$ cat src/rtl/core/tlpjq_pkg.sv
`default_nettype none

package tlpjq_pkg;

  // operation carried by an input item
  typedef enum logic [1:0] {
    MODE_PUSH   = 2'd0,
    MODE_TAKE   = 2'd1,
    MODE_FINISH = 2'd2,
    MODE_QUERY  = 2'd3
  } mode_t;

  // result status
  typedef enum logic [1:0] {
    ST_OK    = 2'd0,
    ST_FULL  = 2'd1,
    ST_EMPTY = 2'd2
  } status_t;

  // priority levels, also the index of each fifo
  typedef enum logic [1:0] {
    LVL_LOW    = 2'd0,
    LVL_NORMAL = 2'd1,
    LVL_HIGH   = 2'd2
  } level_t;

  localparam int unsigned NUM_LEVELS = 3;

endpackage

`default_nettype wire

$ cat src/rtl/core/three_level_priority_job_queue.sv
// three-level strict priority job queue
//
// input channel (s_*): one item per operation; s_tuser carries the operation
// (push, take, mark finished, query finished), s_tdata the job id, the push
// priority and the take ceiling. output channel (m_*): exactly one result
// item per input item, in order, with status, taken job, its level and the
// query answer.
// path: an accepted item sits in the input register, then its result in the
// result register, from which it is offered.
// throughput: one item per cycle unless m_tready or the bitmap clear stalls;
// push and take only touch the head and count registers and one port of
// the shared fifo memory, so nothing loops. reset: heads and counts clear at
// once; then the finished-job bitmap is swept clean, one entry a cycle, all
// 2**ID_BITS entries (256 with the default ID_BITS); s_tready is low throughout.
// receiver stall: the result register holds its item and the input register
// still takes one more item; after that s_tready drops until m_tready returns.
`default_nettype none

module three_level_priority_job_queue #(
  parameter int unsigned QUEUE_DEPTH = 16,
  parameter int unsigned ID_BITS     = 8
) (
  input  wire logic        clk,
  input  wire logic        rst,
  input  wire logic        s_tvalid,
  output logic             s_tready,
  // [7:0] job_id, [9:8] priority_req, [11:10] max_priority, [15:12] zero
  input  wire logic [15:0] s_tdata,
  // [1:0] mode
  input  wire logic [1:0]  s_tuser,
  output logic             m_tvalid,
  input  wire logic        m_tready,
  // [1:0] status, [2] job_valid, [10:3] job_out, [12:11] job_level,
  // [13] is_finished, [15:14] zero
  output logic [15:0]      m_tdata
);

  localparam int unsigned PW = (QUEUE_DEPTH > 1) ? $clog2(QUEUE_DEPTH) : 1;
  localparam int unsigned SW = PW + 1;
  localparam int unsigned CW = $clog2(QUEUE_DEPTH + 1);
  localparam int unsigned AW = $clog2(tlpjq_pkg::NUM_LEVELS * QUEUE_DEPTH);
  localparam int unsigned MEM_DEPTH = tlpjq_pkg::NUM_LEVELS * QUEUE_DEPTH;
  localparam int unsigned ID_COUNT = 2 ** ID_BITS;

  // input register
  logic             in_valid;
  tlpjq_pkg::mode_t in_mode;
  logic [7:0]       in_job;
  logic [1:0]       in_prio;
  logic [1:0]       in_ceil;

  // fifo bookkeeping, one entry per level
  logic [PW-1:0] head [tlpjq_pkg::NUM_LEVELS];
  logic [CW-1:0] cnt  [tlpjq_pkg::NUM_LEVELS];

  // shared storage of the three fifos and the finished-job bitmap
  logic [ID_BITS-1:0] queue_mem [MEM_DEPTH];
  logic               done_mem  [ID_COUNT];

  // bitmap clearing pass after reset
  logic               clr_busy;
  logic [ID_BITS-1:0] clr_idx;

  // result register
  logic                 out_valid;
  tlpjq_pkg::status_t   o_status;
  logic                 o_hit;
  logic [1:0]           o_level;
  logic                 o_qry;
  logic [ID_BITS-1:0]   job_rd;
  logic                 fin_rd;

  // decode of the item in the input register
  logic                 fire;
  logic [ID_BITS+7:0]   id_wide;
  logic [ID_BITS-1:0]   id;
  logic [1:0]           push_lv;
  logic                 push_full;
  logic [SW-1:0]        tail_sum;
  logic [PW-1:0]        tail_pos;
  logic                 take_hit;
  logic [1:0]           take_lv;
  logic [PW-1:0]        head_next;
  logic                 is_push;
  logic                 is_take;
  logic                 wr_en;
  logic [AW-1:0]        wr_addr;
  logic [AW-1:0]        rd_addr;
  logic [ID_BITS+7:0]   job_wide;

  assign fire     = in_valid && (!out_valid || m_tready);
  assign s_tready = !clr_busy && (!in_valid || fire);
  assign is_push  = (in_mode == tlpjq_pkg::MODE_PUSH);
  assign is_take  = (in_mode == tlpjq_pkg::MODE_TAKE);

  always_comb begin
    // ids above ID_BITS are dropped, narrow ids are zero extended
    id_wide = {{ID_BITS{1'b0}}, in_job};
    id      = id_wide[ID_BITS-1:0];

    // unknown priorities fall into the low fifo
    case (in_prio)
      tlpjq_pkg::LVL_HIGH:   push_lv = tlpjq_pkg::LVL_HIGH;
      tlpjq_pkg::LVL_NORMAL: push_lv = tlpjq_pkg::LVL_NORMAL;
      default:               push_lv = tlpjq_pkg::LVL_LOW;
    endcase

    push_full = (cnt[push_lv] == CW'(QUEUE_DEPTH));
    tail_sum  = SW'(head[push_lv]) + SW'(cnt[push_lv]);
    if (tail_sum >= SW'(QUEUE_DEPTH)) begin
      tail_pos = PW'(tail_sum - SW'(QUEUE_DEPTH));
    end else begin
      tail_pos = PW'(tail_sum);
    end

    // strict priority under the ceiling; a ceiling of three acts as high
    take_hit = 1'b1;
    if (in_ceil >= tlpjq_pkg::LVL_HIGH && cnt[tlpjq_pkg::LVL_HIGH] != '0) begin
      take_lv = tlpjq_pkg::LVL_HIGH;
    end else if (in_ceil >= tlpjq_pkg::LVL_NORMAL && cnt[tlpjq_pkg::LVL_NORMAL] != '0) begin
      take_lv = tlpjq_pkg::LVL_NORMAL;
    end else if (cnt[tlpjq_pkg::LVL_LOW] != '0) begin
      take_lv = tlpjq_pkg::LVL_LOW;
    end else begin
      take_lv  = tlpjq_pkg::LVL_LOW;
      take_hit = 1'b0;
    end

    if (head[take_lv] == PW'(QUEUE_DEPTH - 1)) begin
      head_next = '0;
    end else begin
      head_next = head[take_lv] + PW'(1);
    end

    wr_en   = fire && is_push && !push_full;
    wr_addr = AW'(push_lv) * AW'(QUEUE_DEPTH) + AW'(tail_pos);
    rd_addr = AW'(take_lv) * AW'(QUEUE_DEPTH) + AW'(head[take_lv]);
  end

  // input register
  always_ff @(posedge clk) begin
    if (rst) begin
      in_valid <= 1'b0;
    end else if (s_tvalid && s_tready) begin
      in_valid <= 1'b1;
    end else if (fire) begin
      in_valid <= 1'b0;
    end
  end

  always_ff @(posedge clk) begin
    if (s_tvalid && s_tready) begin
      in_mode <= tlpjq_pkg::mode_t'(s_tuser[1:0]);
      in_job  <= s_tdata[7:0];
      in_prio <= s_tdata[9:8];
      in_ceil <= s_tdata[11:10];
    end
  end

  // head and count update
  always_ff @(posedge clk) begin
    if (rst) begin
      for (int i = 0; i < tlpjq_pkg::NUM_LEVELS; i++) begin
        head[i] <= '0;
        cnt[i]  <= '0;
      end
    end else if (fire) begin
      if (is_push && !push_full) begin
        cnt[push_lv] <= cnt[push_lv] + CW'(1);
      end else if (is_take && take_hit) begin
        head[take_lv] <= head_next;
        cnt[take_lv]  <= cnt[take_lv] - CW'(1);
      end
    end
  end

  // fifo storage: one write port for push, one registered read port for take
  always_ff @(posedge clk) begin
    if (wr_en) begin
      queue_mem[wr_addr] <= id;
    end
  end

  always_ff @(posedge clk) begin
    if (fire && is_take && take_hit) begin
      job_rd <= queue_mem[rd_addr];
    end
  end

  // finished-job bitmap
  always_ff @(posedge clk) begin
    if (rst) begin
      clr_busy <= 1'b1;
      clr_idx  <= '0;
    end else if (clr_busy) begin
      clr_idx <= clr_idx + ID_BITS'(1);
      if (clr_idx == '1) begin
        clr_busy <= 1'b0;
      end
    end
  end

  always_ff @(posedge clk) begin
    if (clr_busy) begin
      done_mem[clr_idx] <= 1'b0;
    end else if (fire && in_mode == tlpjq_pkg::MODE_FINISH) begin
      done_mem[id] <= 1'b1;
    end
  end

  always_ff @(posedge clk) begin
    if (fire && in_mode == tlpjq_pkg::MODE_QUERY) begin
      fin_rd <= done_mem[id];
    end
  end

  // result register
  always_ff @(posedge clk) begin
    if (rst) begin
      out_valid <= 1'b0;
    end else if (fire) begin
      out_valid <= 1'b1;
    end else if (m_tready) begin
      out_valid <= 1'b0;
    end
  end

  always_ff @(posedge clk) begin
    if (fire) begin
      o_qry   <= (in_mode == tlpjq_pkg::MODE_QUERY);
      o_hit   <= is_take && take_hit;
      o_level <= (is_take && take_hit) ? take_lv : tlpjq_pkg::LVL_LOW;
      if (is_push && push_full) begin
        o_status <= tlpjq_pkg::ST_FULL;
      end else if (is_take && !take_hit) begin
        o_status <= tlpjq_pkg::ST_EMPTY;
      end else begin
        o_status <= tlpjq_pkg::ST_OK;
      end
    end
  end

  // stored id shown on 8 bits
  assign job_wide = {8'h00, job_rd};

  assign m_tvalid      = out_valid;
  assign m_tdata[1:0]  = o_status;
  assign m_tdata[2]    = o_hit;
  assign m_tdata[10:3] = o_hit ? job_wide[7:0] : 8'h00;
  assign m_tdata[12:11] = o_level;
  assign m_tdata[13]   = o_qry & fin_rd;
  assign m_tdata[15:14] = 2'b00;

`ifndef SYNTHESIS
  // no item enters while the bitmap is being cleared
  assert property (@(posedge clk) disable iff (rst) clr_busy |-> !s_tready)
    else $error("item accepted during bitmap clear");

  // no fifo ever holds more than its depth
  assert property (@(posedge clk) disable iff (rst)
    cnt[tlpjq_pkg::LVL_LOW] <= CW'(QUEUE_DEPTH) &&
    cnt[tlpjq_pkg::LVL_NORMAL] <= CW'(QUEUE_DEPTH) &&
    cnt[tlpjq_pkg::LVL_HIGH] <= CW'(QUEUE_DEPTH))
    else $error("fifo count above depth");

  // a successful take from the high fifo lowers its count by one
  assert property (@(posedge clk) disable iff (rst)
    fire && is_take && take_hit && take_lv == tlpjq_pkg::LVL_HIGH |=>
    cnt[tlpjq_pkg::LVL_HIGH] == $past(cnt[tlpjq_pkg::LVL_HIGH]) - CW'(1))
    else $error("high fifo count not decremented on take");

  // a returned job always comes with an ok status
  assert property (@(posedge clk) disable iff (rst)
    m_tvalid && o_hit |-> o_status == tlpjq_pkg::ST_OK)
    else $error("job returned with bad status");
`endif

endmodule

`default_nettype wire

$ cat config.mk
export PLATFORM = sky130hd
export DESIGN_NAME = three_level_priority_job_queue
export DESIGN_NICKNAME = d
export VERILOG_FILES = /design/src/rtl/core/tlpjq_pkg.sv /design/src/rtl/core/three_level_priority_job_queue.sv
export SDC_FILE = /design/constraint.sdc
export NUM_CORES = 1
export LEC_CHECK = 0
export ABC_AREA = 1
export BUFFER_PORTS_ARGS = -buffer_cell sky130_fd_sc_hd__buf_2
export CAP_MARGIN = 20
export CORE_UTILIZATION = 55
export CTS_CLUSTER_SIZE = 20
export DETAILED_ROUTE_END_ITERATION = 16
export PLACE_DENSITY = 0.71
export SKIP_CTS_REPAIR_TIMING = 1
export SYNTH_ARGS = -nofsm -noshare
export SYNTH_HDL_FRONTEND = slang
export SYNTH_SLANG_ARGS = --single-unit
export TNS_END_PERCENT = 1
$ cat constraint.sdc
create_clock -name clk -period 11 [get_ports clk]
set_clock_uncertainty 0.05 [all_clocks]
set_input_delay 1.1 -clock clk [delete_from_list [all_inputs] [get_ports clk]]
set_output_delay 1.1 -clock clk [all_outputs]
set_load 0.05 [all_outputs]
==> flow_metrics.py <==
metrics = {
    "synthesis": {
        "yosys-top-cells-area": "edfxtp_1 (66%), nand2_1 (6.5%), nor2_1 (5.9%)",
        "synth_common_cells": "edfxtp_1 (705), nand2_1 (551), nor2_1 (498), inv_1 (293), nand3_1 (242)",
        "synth_edf_count": 705,
        "async_reset_ff_share_pct": 0,
        "ys_warn_count": 0,
        "synth-seq-area-share_pct": 67.0,
        "synth_ff_type": "edfxtp_1",
        "synth_top_area_share_pct": 66.3,
        "synth_seq_cells": 716,
        "synthCells": 2999,
        "synth_top_area_cell": "edfxtp_1",
        "synth_most_common_cell": "edfxtp_1",
        "netlist_area_mm2": 0.0319,
        "ys_types": 51,
        "synth_area_per_cell_um2": 10.7,
    },
    "critical_path": {
        "reg2reg_depth": 14,
        "path_class": "flip-flop to flip-flop",
        "timing.rr.end": "job_rd[7]",
        "crit_path_max_fanout": 112,
        "r2r_start": "cnt[2][1]",
        "crit_required_ns": 11.31,
        "worst-r2r-setup-slack_ns": 5.79,
        "cp.arrival_ns": 5.52,
        "start_kind": "flip-flop",
        "endpoint_kind": "flip-flop",
    },
    "cells_and_area": {
        "fin_cells": 3773,
        "synthToLayoutAreaGrowth_pct": 9.35,
        "layout.area.seq_mm2": 0.0214,
        "fillers": 4463,
        "multiInputGateArea_mm2": 0.00861,
        "antenna_cells": 0,
        "drive_above_1_share_pct": 8.32,
        "final_nets": 2996,
    },
    "detailed_routing": {
        "dr.pass1.iters": 6,
        "drt_iter0_drc": 2618,
        "wirelength_um": 76100,
        "routed_via_density": 5.77,
        "vias": 21785,
        "wl_per_cell_um": 20.2,
        "ant_nets": 0,
        "drcViolationCount": 0,
    },
    "place": {
        "gp_congestion": 0.852,
        "dp_cells": 3641,
        "io_buffers": 33,
        "hpwl_um": 42100,
    },
    "status": {
        "status": "completed",
    },
    "floorplan": {
        "core_mm2": 0.0569,
        "io_pins": 40,
        "dieArea_mm2": 0.0591,
        "die_w_um": 243,
        "initial_core_util_pct": 56.1,
        "die_height_um": 243,
        "row_count": 87,
    },
    "clock_network": {
        "htreeDepth": 3,
        "cts_buffer_depth": 3,
        "cts_buffers": 75,
        "clk_pin_slew_ns": 0.06,
        "cts_root_buf": "clkbuf_16",
        "clock_latency_ns": 0.62,
        "cts_tree": "done",
        "cts_sinks": 716,
    },
    "grt": {
        "grt.total_usage_pct": 25.9,
        "overflow": 0,
        "use_met1_pct": 33.7,
        "grt_pass1_wl_um": 117000,
        "grt_pass1_vias": 21014,
        "use_met2_pct": 43.1,
        "antenna_found_initial": 0,
        "busiest_layer": "met2",
        "grt_max_degree": 179,
        "grt_use_met3_pct": 4.11,
    },
    "sta": {
        "finalHoldViolations": 0,
        "slew_headroom_pct": 23.8,
        "finalSetupViolCount": 0,
        "whs_ns": 0.451,
        "period_share_pct": 47.3,
        "fin_tns_setup_ns": 0,
        "max_freq_ghz": 0.192,
        "period_needed_ns": 5.21,
        "maxSlewViolCount": 0,
        "rsz0062_at_grt": "false",
        "max_slew.worst_pin.slew_ns": 1.14,
    },
    "worst_hold_path": {
        "hold_class": "flip-flop to flip-flop",
        "hold_start": "in_valid",
        "min_to": "m_tvalid",
        "worstHoldPathCells": 2,
    },
    "power_and_ir_drop": {
        "cellLeakagePower_nw": 12.6,
        "powerDensity_mw_per_mm2": 161,
        "peakVddDrop_uv": 121,
    },
    "job": {
        "drv_cap": 0,
    },
}
registers in the layout (all words and copies together) (netlist names), 2 cells and up:
name / count
in_ceil: 2
in_prio: 2
queue_mem: 384
cnt: 20
clr_idx: 8
o_level: 2
done_mem: 256
id: 8
o_status: 2
in_mode: 2
job_rd: 8
head: 16
worst max path at each step:
stage	start	end	slack [ns]	cells past startpoint
after CTS	cnt[2][1]	job_rd[5]	5.91	14
after detailed placement	cnt[2][1]	job_rd[5]	5.90	14
after global routing	cnt[2][1]	job_rd[2]	5.51	14
final	cnt[2][1]	job_rd[7]	5.79	14
after floorplan	m_tready	done_mem[200]	5.77	14
after global placement	cnt[2][1]	job_rd[5]	6.02	14
per-stage QoR:
step	utilization [%]	instance area, um^2	setup WS (ns)	power, W
after floorplan	-	32000	5.77	0.00315
after global placement	57.1	32500	6.02	0.00320
after detailed placement	57.2	32500	5.90	0.00320
after CTS	61.3	34900	5.91	0.00563
after global routing	61.4	34900	5.51	0.00575
final	61.4	34900	5.79	0.00561
cell usage in the layout (no fill, tap or decap), types with 5 or more instances in the layout:
master and n:
nand2_1 551, inv_4 5, nor3_1 8, or2_2 6, clkinv_1 14, nand3_1 241
inv_1 292, conb_1 6, dfxtp_1 11, o211ai_1 106, clkinv_2 13, o21ai_4 6
o21ai_0 177, clkbuf_16 77, a21oi_1 23, inv_2 14, clkbuf_1 12, nand4_4 9
nand2_2 14, bufinv_16 6, buf_2 33, nor2_4 6, buf_4 25, o22ai_1 65
nor2_2 8, ha_1 10, nor2_1 498, nand4_1 20, edfxtp_1 705
layout make-up:
cell class              count  area share [%]
flip-flops and latches    716            61.2
multi-input cells        1795            24.6
clock buffers              89            5.64
inverters                 314            3.42
well taps                 756            2.71
repair buffers             61            1.22
clock inverters            42            1.14
report_power, final:
group / switching, W / leakage (nW) / internal (W)
combinational: 0.000132 / 5.14 / 0.0000486
sequential: 0.00000500 / 6.30 / 0.00296
clock: 0.00104 / 1.15 / 0.00142
cells by family after synthesis:
kind of cell    share of synthesized area [%]
other cells                            0.0117
flops                                    67.0
buf+inv                                  6.27
fa+ha+maj                               0.454
xor+xnor                                0.137
compound gates                           7.72
simple gates                             18.5
routing by layer:
layer	wire length [um]	share of wire (%)	vias to the layer above
met5	0	0	-
met4	3150	4.1	0
met3	6380	8.4	219
met2	36800	48	1026
met1	29700	39	10375
li1	-	-	10165
worst max-delay path, cell delays in order (launching register included):
cell and delay, ns:
edfxtp_1 0.45, nor2_1 0.13, nand3_1 0.09, nand2_2 0.28
nand3_1 0.68, nand3_4 0.72, buf_4 0.64, buf_4 0.95
nand2_1 0.12, o211ai_1 0.15, nand3_1 0.17, nand3_1 0.20
nand2_1 0.08, nand2_1 0.12, nand3_1 0.08
No activity file was read; power rests on OpenSTA's default activity.
